<file path="src/design/nesnap_pkg.sv">
package nesnap_pkg;

    // coordinate and field widths
    localparam int COORD_W = 16;
    localparam int IDX_W   = 10;
    localparam int TOL_W   = 16;
    localparam logic [TOL_W-1:0] TOL_RESET = 16'd160;

    // shared multiplier: 18x18 signed covers 17-bit deltas and t in 0..65536
    localparam int MUL_W  = 18;
    localparam int PROD_W = 36;

    // divider: dot and len2 fit 34 bits, quotient is a Q0.16 fraction
    localparam int LEN_W    = 34;
    localparam int Q_W      = 16;
    localparam int DIV_CNT_W = $clog2(Q_W);

    // t = 1.0 in Q1.16 and the rounding half
    localparam logic [Q_W:0]               T_ONE    = 17'h10000;
    localparam logic signed [PROD_W-1:0]   RND_HALF = 36'sd32768;

    // stream payload widths
    localparam int S_TDATA_W = 4 * COORD_W;
    localparam int M_TDATA_W = 48;
    localparam int M_PAD_W   = M_TDATA_W - 2 * COORD_W - IDX_W;

    // op codes carried on s_tuser
    localparam logic OP_QUERY   = 1'b0;
    localparam logic OP_SEGMENT = 1'b1;

    // multiply/accumulate step counter
    localparam int STEP_W = 3;

    typedef enum logic [6:0] {
        ST_IDLE  = 7'b0000001,
        ST_PRE   = 7'b0000010,
        ST_CLAMP = 7'b0000100,
        ST_DIV   = 7'b0001000,
        ST_POST  = 7'b0010000,
        ST_UPD   = 7'b0100000,
        ST_EMIT  = 7'b1000000
    } state_t;

    typedef struct packed {
        logic busy;
        logic done;
    } div_stat_t;

endpackage

</file>
<file path="src/design/nearest_edge_point_snap.sv">
// Nearest point on a stream of line segments, with a snap radius.
// Input stream (s_*): a request with s_tuser = 0 loads the cursor from
// x_start/y_start and clears the best match and edge counter; s_tuser = 1 is
// a segment. s_tlast on a segment queues one result for the query so far.
// Result stream (m_*): m_tuser = found, m_tdata = snap point and edge index.
// Config channel (cfg_*): writes the tolerance, always ready; write it only
// while the block is idle. Reset loads tolerance 160 and clears the sequencer,
// cursor, best match, edge counter and m_tvalid, but not the datapath registers.
// A segment holds s_tready low while one shared 18x18 multiplier runs through
// its products and a 1-bit-per-cycle divider forms t. The 16-step divide runs
// only when t lies strictly between 0 and 1; a zero-length segment skips it and
// the distance products; a segment with tlast then loads the output register.
// The output register decouples the sides: a stalled m_tready only blocks
// the block when a second result is ready before the first was taken.
module nearest_edge_point_snap #(
    parameter int MAX_EDGES = 1024
) (
    input  logic                                 aclk,
    input  logic                                 aresetn,
    // tolerance register write
    input  logic                                 cfg_valid,
    output logic                                 cfg_ready,
    input  logic [nesnap_pkg::TOL_W-1:0]         cfg_data,
    // input requests
    input  logic                                 s_tvalid,
    output logic                                 s_tready,
    // [15:0] x_start, [31:16] y_start, [47:32] x_end, [63:48] y_end
    input  logic [nesnap_pkg::S_TDATA_W-1:0]     s_tdata,
    // [0] op
    input  logic                                 s_tuser,
    input  logic                                 s_tlast,
    // results
    output logic                                 m_tvalid,
    input  logic                                 m_tready,
    // [15:0] snap_x, [31:16] snap_y, [41:32] edge_index, [47:42] zero
    output logic [nesnap_pkg::M_TDATA_W-1:0]     m_tdata,
    // [0] found
    output logic                                 m_tuser
);
    import nesnap_pkg::*;

    localparam int CNT_W = (MAX_EDGES > 1) ? $clog2(MAX_EDGES) : 1;
    localparam logic [CNT_W-1:0] CNT_MAX = CNT_W'(MAX_EDGES - 1);
    // signed zero so dot compares stay signed
    localparam logic signed [PROD_W-1:0] DOT_ZERO = '0;

    state_t state_reg;
    logic [STEP_W-1:0] step_reg;

    // configuration
    logic [TOL_W-1:0] tol_reg;

    // query state
    logic signed [COORD_W-1:0] cursor_x_reg, cursor_y_reg;
    logic                      best_valid_reg;
    logic signed [PROD_W-1:0]  best_d2_reg;
    logic signed [COORD_W-1:0] best_x_reg, best_y_reg;
    logic [CNT_W-1:0]          best_index_reg;
    logic [CNT_W-1:0]          edge_count_reg;

    // current segment
    logic signed [COORD_W-1:0] xs_reg, ys_reg;
    logic signed [COORD_W:0]   dx_reg, dy_reg;
    logic                      last_reg;
    logic [CNT_W-1:0]          idx_reg;
    logic                      cand_reg;
    logic signed [PROD_W-1:0]  len2_reg, dot_reg, tol2_reg, d2_reg;
    logic [Q_W:0]              t_reg;
    logic signed [COORD_W-1:0] px_reg, py_reg;

    // result register
    logic                      m_tvalid_reg;
    logic                      out_found_reg;
    logic signed [COORD_W-1:0] out_x_reg, out_y_reg;
    logic [IDX_W-1:0]          out_idx_reg;

    // input unpack
    logic signed [COORD_W-1:0] in_xs, in_ys, in_xe, in_ye;
    assign in_xs = s_tdata[COORD_W-1:0];
    assign in_ys = s_tdata[2*COORD_W-1:COORD_W];
    assign in_xe = s_tdata[3*COORD_W-1:2*COORD_W];
    assign in_ye = s_tdata[4*COORD_W-1:3*COORD_W];

    logic s_fire;
    assign s_tready = (state_reg == ST_IDLE);
    assign s_fire   = s_tvalid && s_tready;
    assign cfg_ready = 1'b1;

    // shared multiplier operands
    logic signed [MUL_W-1:0]  mul_a, mul_b;
    logic signed [PROD_W-1:0] prod;
    logic signed [COORD_W:0]  ax, ay, ex, ey;

    assign ax = (COORD_W+1)'(cursor_x_reg) - (COORD_W+1)'(xs_reg);
    assign ay = (COORD_W+1)'(cursor_y_reg) - (COORD_W+1)'(ys_reg);
    assign ex = (COORD_W+1)'(cursor_x_reg) - (COORD_W+1)'(px_reg);
    assign ey = (COORD_W+1)'(cursor_y_reg) - (COORD_W+1)'(py_reg);

    always_comb begin
        mul_a = '0;
        mul_b = '0;
        if (state_reg == ST_PRE) begin
            unique case (step_reg)
                3'd0: begin mul_a = MUL_W'(dx_reg); mul_b = MUL_W'(dx_reg); end
                3'd1: begin mul_a = MUL_W'(dy_reg); mul_b = MUL_W'(dy_reg); end
                3'd2: begin mul_a = MUL_W'(ax);     mul_b = MUL_W'(dx_reg); end
                3'd3: begin mul_a = MUL_W'(ay);     mul_b = MUL_W'(dy_reg); end
                3'd4: begin mul_a = MUL_W'(tol_reg); mul_b = MUL_W'(tol_reg); end
                default: begin mul_a = '0; mul_b = '0; end
            endcase
        end else if (state_reg == ST_POST) begin
            unique case (step_reg)
                3'd0: begin mul_a = MUL_W'(t_reg); mul_b = MUL_W'(dx_reg); end
                3'd1: begin mul_a = MUL_W'(t_reg); mul_b = MUL_W'(dy_reg); end
                3'd2: begin mul_a = MUL_W'(ex);    mul_b = MUL_W'(ex);     end
                3'd3: begin mul_a = MUL_W'(ey);    mul_b = MUL_W'(ey);     end
                default: begin mul_a = '0; mul_b = '0; end
            endcase
        end
    end

    nesnap_mul u_mul (
        .aclk (aclk),
        .a    (mul_a),
        .b    (mul_b),
        .prod (prod)
    );

    // round-to-nearest of t*d / 65536, ties up; result taken mod 2^16
    logic signed [PROD_W-1:0]  rnd_sum;
    logic signed [COORD_W-1:0] rnd_val;
    assign rnd_sum = prod + RND_HALF;
    assign rnd_val = rnd_sum[Q_W+COORD_W-1:Q_W];

    // divider
    logic      div_start;
    div_stat_t div_stat;
    logic [Q_W-1:0] div_quot;

    assign div_start = (state_reg == ST_CLAMP) && (len2_reg != '0) &&
                       (dot_reg > DOT_ZERO) && (dot_reg < len2_reg);

    nesnap_div u_div (
        .aclk     (aclk),
        .aresetn  (aresetn),
        .start    (div_start),
        .dividend (dot_reg[LEN_W-1:0]),
        .divisor  (len2_reg[LEN_W-1:0]),
        .stat     (div_stat),
        .quot     (div_quot)
    );

    logic better;
    assign better = cand_reg && (d2_reg < tol2_reg) &&
                    (!best_valid_reg || (d2_reg < best_d2_reg));

    logic emit_load;
    assign emit_load = (state_reg == ST_EMIT) && (!m_tvalid_reg || m_tready);

    // control
    always_ff @(posedge aclk) begin
        if (!aresetn) begin
            state_reg      <= ST_IDLE;
            step_reg       <= '0;
            tol_reg        <= TOL_RESET;
            cursor_x_reg   <= '0;
            cursor_y_reg   <= '0;
            best_valid_reg <= 1'b0;
            best_d2_reg    <= '0;
            best_x_reg     <= '0;
            best_y_reg     <= '0;
            best_index_reg <= '0;
            edge_count_reg <= '0;
            m_tvalid_reg   <= 1'b0;
        end else begin
            if (cfg_valid && cfg_ready) begin
                tol_reg <= cfg_data;
            end

            if (emit_load) begin
                m_tvalid_reg <= 1'b1;
            end else if (m_tready) begin
                m_tvalid_reg <= 1'b0;
            end

            unique case (state_reg)
                ST_IDLE: begin
                    if (s_fire) begin
                        if (s_tuser == OP_QUERY) begin
                            cursor_x_reg   <= in_xs;
                            cursor_y_reg   <= in_ys;
                            best_valid_reg <= 1'b0;
                            best_d2_reg    <= '0;
                            best_x_reg     <= '0;
                            best_y_reg     <= '0;
                            best_index_reg <= '0;
                            edge_count_reg <= '0;
                        end else begin
                            if (edge_count_reg < CNT_MAX) begin
                                edge_count_reg <= edge_count_reg + 1'b1;
                            end
                            step_reg  <= '0;
                            state_reg <= ST_PRE;
                        end
                    end
                end
                ST_PRE: begin
                    step_reg <= step_reg + 1'b1;
                    if (step_reg == 3'd5) begin
                        state_reg <= ST_CLAMP;
                    end
                end
                ST_CLAMP: begin
                    step_reg <= '0;
                    if (len2_reg == '0) begin
                        state_reg <= ST_UPD;
                    end else if (div_start) begin
                        state_reg <= ST_DIV;
                    end else begin
                        state_reg <= ST_POST;
                    end
                end
                ST_DIV: begin
                    if (div_stat.done) begin
                        state_reg <= ST_POST;
                    end
                end
                ST_POST: begin
                    step_reg <= step_reg + 1'b1;
                    if (step_reg == 3'd4) begin
                        state_reg <= ST_UPD;
                    end
                end
                ST_UPD: begin
                    if (better) begin
                        best_valid_reg <= 1'b1;
                        best_d2_reg    <= d2_reg;
                        best_x_reg     <= px_reg;
                        best_y_reg     <= py_reg;
                        best_index_reg <= idx_reg;
                    end
                    state_reg <= last_reg ? ST_EMIT : ST_IDLE;
                end
                ST_EMIT: begin
                    if (emit_load) begin
                        state_reg <= ST_IDLE;
                    end
                end
                default: state_reg <= ST_IDLE;
            endcase
        end
    end

    // datapath
    always_ff @(posedge aclk) begin
        if (state_reg == ST_IDLE && s_fire) begin
            xs_reg   <= in_xs;
            ys_reg   <= in_ys;
            dx_reg   <= (COORD_W+1)'(in_xe) - (COORD_W+1)'(in_xs);
            dy_reg   <= (COORD_W+1)'(in_ye) - (COORD_W+1)'(in_ys);
            last_reg <= s_tlast;
            idx_reg  <= edge_count_reg;
        end

        if (state_reg == ST_PRE) begin
            unique case (step_reg)
                3'd1:    len2_reg <= prod;
                3'd2:    len2_reg <= len2_reg + prod;
                3'd3:    dot_reg  <= prod;
                3'd4:    dot_reg  <= dot_reg + prod;
                3'd5:    tol2_reg <= prod;
                default: ;
            endcase
        end

        if (state_reg == ST_CLAMP) begin
            cand_reg <= (len2_reg != '0);
            if (dot_reg <= DOT_ZERO) begin
                t_reg <= '0;
            end else if (dot_reg >= len2_reg) begin
                t_reg <= T_ONE;
            end
        end

        if (state_reg == ST_DIV && div_stat.done) begin
            t_reg <= {1'b0, div_quot};
        end

        if (state_reg == ST_POST) begin
            unique case (step_reg)
                3'd1:    px_reg <= xs_reg + rnd_val;
                3'd2:    py_reg <= ys_reg + rnd_val;
                3'd3:    d2_reg <= prod;
                3'd4:    d2_reg <= d2_reg + prod;
                default: ;
            endcase
        end

        if (emit_load) begin
            out_found_reg <= best_valid_reg;
            out_x_reg     <= best_valid_reg ? best_x_reg : '0;
            out_y_reg     <= best_valid_reg ? best_y_reg : '0;
            out_idx_reg   <= best_valid_reg ? IDX_W'(best_index_reg) : '0;
        end
    end

    assign m_tvalid = m_tvalid_reg;
    assign m_tuser  = out_found_reg;
    assign m_tdata  = {{M_PAD_W{1'b0}}, out_idx_reg, out_y_reg, out_x_reg};

`ifndef SYNTHESIS
    // a segment request blocks the input on the next cycle
    assert property (@(posedge aclk) disable iff (!aresetn)
        s_fire && (s_tuser == OP_SEGMENT) |=> !s_tready)
        else $error("input not held off after segment request");

    // a query request drops any earlier match
    assert property (@(posedge aclk) disable iff (!aresetn)
        s_fire && (s_tuser == OP_QUERY) |=> !best_valid_reg)
        else $error("best match survived a query request");

    // results only come out of the emit state
    assert property (@(posedge aclk) disable iff (!aresetn)
        $rose(m_tvalid_reg) |-> $past(state_reg == ST_EMIT))
        else $error("result raised outside emit");

    // divider is running or finishing whenever the sequencer waits on it
    assert property (@(posedge aclk) disable iff (!aresetn)
        (state_reg == ST_DIV) |-> (div_stat.busy || div_stat.done))
        else $error("waiting on an idle divider");

    // edge counter saturates
    assert property (@(posedge aclk) disable iff (!aresetn)
        edge_count_reg <= CNT_MAX)
        else $error("edge counter overran");
`endif

endmodule

</file>
<file path="src/design/nesnap_mul.sv">
module nesnap_mul (
    input  logic                                  aclk,
    input  logic signed [nesnap_pkg::MUL_W-1:0]   a,
    input  logic signed [nesnap_pkg::MUL_W-1:0]   b,
    output logic signed [nesnap_pkg::PROD_W-1:0]  prod
);
    import nesnap_pkg::*;

    logic signed [PROD_W-1:0] prod_reg;

    always_ff @(posedge aclk) begin
        prod_reg <= a * b;
    end

    assign prod = prod_reg;

endmodule

</file>
<file path="src/design/nesnap_div.sv">
module nesnap_div (
    input  logic                          aclk,
    input  logic                          aresetn,
    input  logic                          start,
    input  logic [nesnap_pkg::LEN_W-1:0]  dividend,
    input  logic [nesnap_pkg::LEN_W-1:0]  divisor,
    output nesnap_pkg::div_stat_t         stat,
    output logic [nesnap_pkg::Q_W-1:0]    quot
);
    import nesnap_pkg::*;

    // restoring division, one quotient bit per cycle; dividend < divisor
    logic [LEN_W-1:0]     rem_reg;
    logic [LEN_W-1:0]     dvs_reg;
    logic [Q_W-1:0]       quot_reg;
    logic [DIV_CNT_W-1:0] cnt_reg;
    logic                 busy_reg;
    logic                 done_reg;
    logic [LEN_W:0]       rem_sh;
    logic                 take;

    assign rem_sh = {rem_reg, 1'b0};
    assign take   = rem_sh >= {1'b0, dvs_reg};

    always_ff @(posedge aclk) begin
        if (!aresetn) begin
            busy_reg <= 1'b0;
            done_reg <= 1'b0;
            cnt_reg  <= '0;
        end else begin
            done_reg <= 1'b0;
            if (start) begin
                busy_reg <= 1'b1;
                cnt_reg  <= '0;
            end else if (busy_reg) begin
                cnt_reg <= cnt_reg + 1'b1;
                if (cnt_reg == DIV_CNT_W'(Q_W - 1)) begin
                    busy_reg <= 1'b0;
                    done_reg <= 1'b1;
                end
            end
        end
    end

    always_ff @(posedge aclk) begin
        if (start) begin
            rem_reg  <= dividend;
            dvs_reg  <= divisor;
            quot_reg <= '0;
        end else if (busy_reg) begin
            rem_reg  <= take ? LEN_W'(rem_sh - {1'b0, dvs_reg}) : LEN_W'(rem_sh);
            quot_reg <= {quot_reg[Q_W-2:0], take};
        end
    end

    assign stat.busy = busy_reg;
    assign stat.done = done_reg;
    assign quot      = quot_reg;

endmodule

</file>
<file path="config.mk">
export PLATFORM = sky130hd
export DESIGN_NAME = nearest_edge_point_snap
export DESIGN_NICKNAME = d
export VERILOG_FILES = /design/src/design/nesnap_pkg.sv /design/src/design/nearest_edge_point_snap.sv /design/src/design/nesnap_mul.sv /design/src/design/nesnap_div.sv
export SDC_FILE = /design/constraint.sdc
export NUM_CORES = 2
export LEC_CHECK = 0
export BUFFER_PORTS_ARGS = -buffer_cell sky130_fd_sc_hd__buf_2
export CAP_MARGIN = 5
export CORE_UTILIZATION = 59
export CTS_CLUSTER_SIZE = 30
export DETAILED_ROUTE_END_ITERATION = 6
export PLACE_DENSITY_LB_ADDON = 0.15
export SYNTH_ARGS = -nofsm -noshare
export SYNTH_HDL_FRONTEND = slang
export SYNTH_SLANG_ARGS = --single-unit
export TNS_END_PERCENT = 30
</file>
<file path="constraint.sdc">
create_clock -name aclk -period 8.9 [get_ports aclk]
set_input_delay 1.335 -clock aclk [delete_from_list [all_inputs] [get_ports aclk]]
set_output_delay 1.335 -clock aclk [all_outputs]
set_load 0.02 [all_outputs]
</file>
==> summary by stage <==
Timing
The final number of hold-violating endpoints was 0. Setup repair after global routing could not meet its margin everywhere. The normalized max-slew margin is 0.2209.

The number of pins exceeding their max-slew limit in the final report came to 0. The post-route clock period utilization is 0.9718. After layout, the minimum clock period comes to 8.649 ns. Once routing completed, OpenROAD measured the worst setup slack at 0.2511 ns. For the pin with the worst max-slew slack, the measured transition is 1.167 ns. Across all hold checks on the routed design, the worst slack comes to 0.4658 ns.

The final setup violation count is 0. Clock skew on the completed layout was measured at 0.02159 ns. Static timing analysis puts the maximum clock frequency at 0.1156 GHz.

Route
The routed length on met2 is 68.09 mm. After detailed routing, the number of vias per cell comes to 5.983. The total wire length is 148.8 mm. In this run the top signal layer used is met5.

The met3 layer wire length in the routed design is 10.79 mm. The residual DRC count is 0. After detailed routing, the wire length on met1 is 62.43 mm.

The iteration count of the initial detailed-routing pass is 6. The DRC marker count from the first detailed-route iteration is 3704. In the final routed layout, each cell accounts on average for 21.55 um. The detail route stage leaves a number of antenna-violating nets equal to 0. The routed layout has 41310 vias.

Global route
Entering global routing, the biggest net connects 117 pins. For this run, the total global-route usage over all layers was measured as 0.3435. The first global-routing pass estimated 229.3 mm of wire. The via count of the first global-routing pass is 39911. The number of antenna violations at the first check in global routing is 1.

The sum of overflow across all layers after global routing is 0.

Setup path
STA classifies the critical path startpoint as a flip-flop. Measured in cells, the most critical reg-to-reg path has a length of 39. The cell family contributing the most delay on the critical path is adder cells. STA classifies the critical path endpoint as a flip-flop. The critical path start-end classification is flip-flop to flip-flop. The stage delay of the slowest cell on the critical path is 0.53 ns. The endpoint identified for the worst register-to-register timing path is u_mul.prod[35]$_DFF_P_. The number of gates on the worst path with buffers counted is 39. In this run the critical register-to-register path is launched from py_reg[0]$_DFFE_PP_. On the critical path, the stage with the largest delay is an instance of sky130_fd_sc_hd__fa_1. The cell type with the highest occurrence count on the critical path is sky130_fd_sc_hd__inv_2. The register-to-register setup slack is 0.25 ns. At the worst endpoint, the arrival time is 9.15 ns.

The buffers plus inverters on the worst setup path is 10. The maximum fanout along the worst path is 4. The required time of the critical path is 9.40 ns.

Pwr
The maximum VDD drop is 157.6 uV. The internal power is 5.493 mW. The combinational fraction of design power is 0.205. The power density over the cells is 140.9 nW/um2. Of the total power, registers draw 0.414. Of the total power, the share spent switching nets is 0.3074. For this design the static power due to leakage is 25.92 nW. The total net switching power is 2.437 mW. Of the total power, the clock network draws 0.380.

Layout
In the final design database the tool counted 6605 nets. Across the whole layout, storage elements account for 15590 um2. 0 antenna diodes ended up in the layout. The count of filler cells inserted in the layout is 7078. Summing all multi-input logic gate instances after layout gives 32070 um2. The final design area excluding fillers is 56280 um2. Measured on the finished design, the core utilization comes to 0.6599. The area added between synthesis and finish is 10.73%. The top cell types in the final layout, fill and taps aside, are 717 x sky130_fd_sc_hd__inv_1, 652 x sky130_fd_sc_hd__nand2_1, 464 x sky130_fd_sc_hd__ha_1, 381 x sky130_fd_sc_hd__edfxtp_1, 335 x sky130_fd_sc_hd__fa_1.

In the final layout, the share of cells above drive strength 1 is 0.09321. Leaving out fill and tap cells, the most frequent cell in the layout is sky130_fd_sc_hd__inv_1.

Logic synthesis
The yosys synthesis warning count is 0. The async set-reset flop share out of synthesis is 0. The top-area cell type share of the netlist area is 0.2251. The average cell area after synthesis is 9.212 um2. For this run, the leading register cell type out of synthesis is sky130_fd_sc_hd__edfxtp_1. The share of the Yosys chip area taken by registers is 0.3066.

Counting flops and latches in the post-synthesis netlist gives 588. The cell count after synthesis came out at 5517. Synthesis instantiated 94 different standard cells from the library. The post-synthesis instance area is 50820 um2.

Yosys mapped a number of flops with a built-in enable equal to 381. Of all cell types, the one taking the most synthesized area is sky130_fd_sc_hd__edfxtp_1. Ranked by total cell area, the synthesized netlist is headed by sky130_fd_sc_hd__edfxtp_1 23%, sky130_fd_sc_hd__fa_1 13%, sky130_fd_sc_hd__ha_1 12%.

CTS
The maximum count of clock buffers along a single path is 3. CTS saw 588 sinks. The number of clock buffers added by TritonCTS is 69. The later-pin clock latency in the skew report is 0.64 ns. The TritonCTS clock tree is yes. After clock tree synthesis, the flow added hold-fix buffers numbering 0. The deepest level of the CTS H-tree is 3. CTS placed an instance of sky130_fd_sc_hd__clkbuf_16 at the clock tree root. The clock transition at the registers of the reported paths is 0.06 ns.

Die
The core region is 85280 um2. In this run the count of I/O pins placed on the die edge is 139. The floorplan has 107 rows. The area enclosed by the die boundary is 87320 um2.

The starting utilization of the core area is 0.5960. Measured along the y axis, the die boundary spans 295.5 um. The die is 295.5 um wide.

Worst hold path
The cell depth of the worst hold path is 2. The worst hold path terminates at best_x_reg[9]$_SDFFE_PN0P_. In this run the worst hold path is classified as flip-flop to flip-flop. In this run the most critical hold path is launched from best_x_reg[9]$_SDFFE_PN0P_.

Place
Routability-driven placement finished with a final weighted congestion of 1.001. The placed standard-cell area is 53490 um2. The half-perimeter wire length after detailed placement is 114.9 mm. The count of buffers added on input and output ports is 131. The setup slack after placement is -0.07860 ns.

Job
Max-cap violations in this run came to 0.

Status
The flow ran to the end, and the final reports show no timing, DRC or antenna violations.
==> tightest hold or removal path, delay by kind of cell, from the launching register on <==
kind | cells | cell delay (ns)
AND/OR/NAND/NOR | 1 | 0.06
flip-flops | 1 | 0.30
multiplexers | 1 | 0.06
==> synthesized netlist by cell type, types with 18 or more instances <==
cell type and count:
sky130_fd_sc_hd__a21boi_0 63, sky130_fd_sc_hd__a21oi_1 249, sky130_fd_sc_hd__clkbuf_1 158, sky130_fd_sc_hd__o21ai_0 267
sky130_fd_sc_hd__mux2i_1 133, sky130_fd_sc_hd__a21o_1 144, sky130_fd_sc_hd__nor3b_1 18, sky130_fd_sc_hd__o21a_1 53
sky130_fd_sc_hd__a211oi_1 37, sky130_fd_sc_hd__nand3_1 177, sky130_fd_sc_hd__dfxtp_1 207, sky130_fd_sc_hd__nor4_1 23
sky130_fd_sc_hd__o21bai_1 28, sky130_fd_sc_hd__a221oi_1 19, sky130_fd_sc_hd__a31oi_1 48, sky130_fd_sc_hd__fa_1 342
sky130_fd_sc_hd__nor3_1 84, sky130_fd_sc_hd__nand2b_1 44, sky130_fd_sc_hd__nor2_1 254, sky130_fd_sc_hd__xor2_1 90
sky130_fd_sc_hd__inv_1 726, sky130_fd_sc_hd__and3_1 64, sky130_fd_sc_hd__and2_1 148, sky130_fd_sc_hd__o31ai_1 25
sky130_fd_sc_hd__or3_1 37, sky130_fd_sc_hd__nor2b_1 61, sky130_fd_sc_hd__o211ai_1 27, sky130_fd_sc_hd__or2_2 18
sky130_fd_sc_hd__ha_1 471, sky130_fd_sc_hd__nand4_1 39, sky130_fd_sc_hd__edfxtp_1 381, sky130_fd_sc_hd__xnor2_1 150
sky130_fd_sc_hd__nand2_1 655
==> stage by stage <==
stage          power, mW  std cells  setup TNS, ns
6_report           7.931       6905              0
4_1_cts            7.906       6894              0
3_5_place_dp       4.893       6766        -0.2316
2_1_floorplan      4.304       5522              0
3_3_place_gp       4.872       6766       -0.09870
5_1_grt            8.204       6905        -0.2727
==> how the worst max path moves through the flow <==
stage                                 startpoint                      to  slack, ns
floorplan               step_reg[0]$_SDFFE_PN0P_  u_mul.prod[32]$_DFF_P_       0.22
global placement    cursor_y_reg[0]$_SDFFE_PN0P_  u_mul.prod[35]$_DFF_P_      -0.07
detailed placement  cursor_y_reg[0]$_SDFFE_PN0P_  u_mul.prod[35]$_DFF_P_      -0.08
CTS                 cursor_y_reg[0]$_SDFFE_PN0P_  u_mul.prod[35]$_DFF_P_       0.03
global route                 py_reg[0]$_DFFE_PP_  u_mul.prod[35]$_DFF_P_      -0.08
finish                       py_reg[0]$_DFFE_PP_  u_mul.prod[35]$_DFF_P_       0.25
==> power by group through the flow <==
stage / Clock, mW / Sequential [mW] / Combinational, mW
floorplan: 0 / 3.21 / 1.10
detailed placement: 0 / 3.33 / 1.56
finish: 3.02 / 3.29 / 1.63
global placement: 0 / 3.33 / 1.54
global route: 3.14 / 3.29 / 1.78
CTS: 3.05 / 3.28 / 1.58
==> routing by layer <==
layer  vias up  track usage
met4         2       0.1570
li1      19385            -
met2      1565       0.5522
met1     20000       0.4631
met3       358      0.04443
met5         -            0
==> timing repair <==
item                                    in CTS  in global routing
pin swaps                                    2                 43
buffers inserted                             1                 11
endpoints found under the setup margin       5                 10
resized for setup                            4                 75
==> kinds of logic after synthesis <==
logic type | share of synthesized area
other | 0.0001478
and+or+nand+nor | 0.1567
buffers and inverters | 0.06999
AOI/OAI and AO/OA | 0.1478
xor gates and xnor gates | 0.04136
DFF | 0.3066
muxes | 0.02664
adders and majority gates | 0.2507
==> final cells by class <==
cell class              count  area share
flip-flops and latches    588      0.2770
inverters                 729     0.04864
multi-input cells        4010      0.5699
clock inverters            40    0.008848
repair buffers            307     0.03646
well taps                1144     0.02543
clock buffers              87     0.03373
No activity file was read; power rests on OpenSTA's default activity.
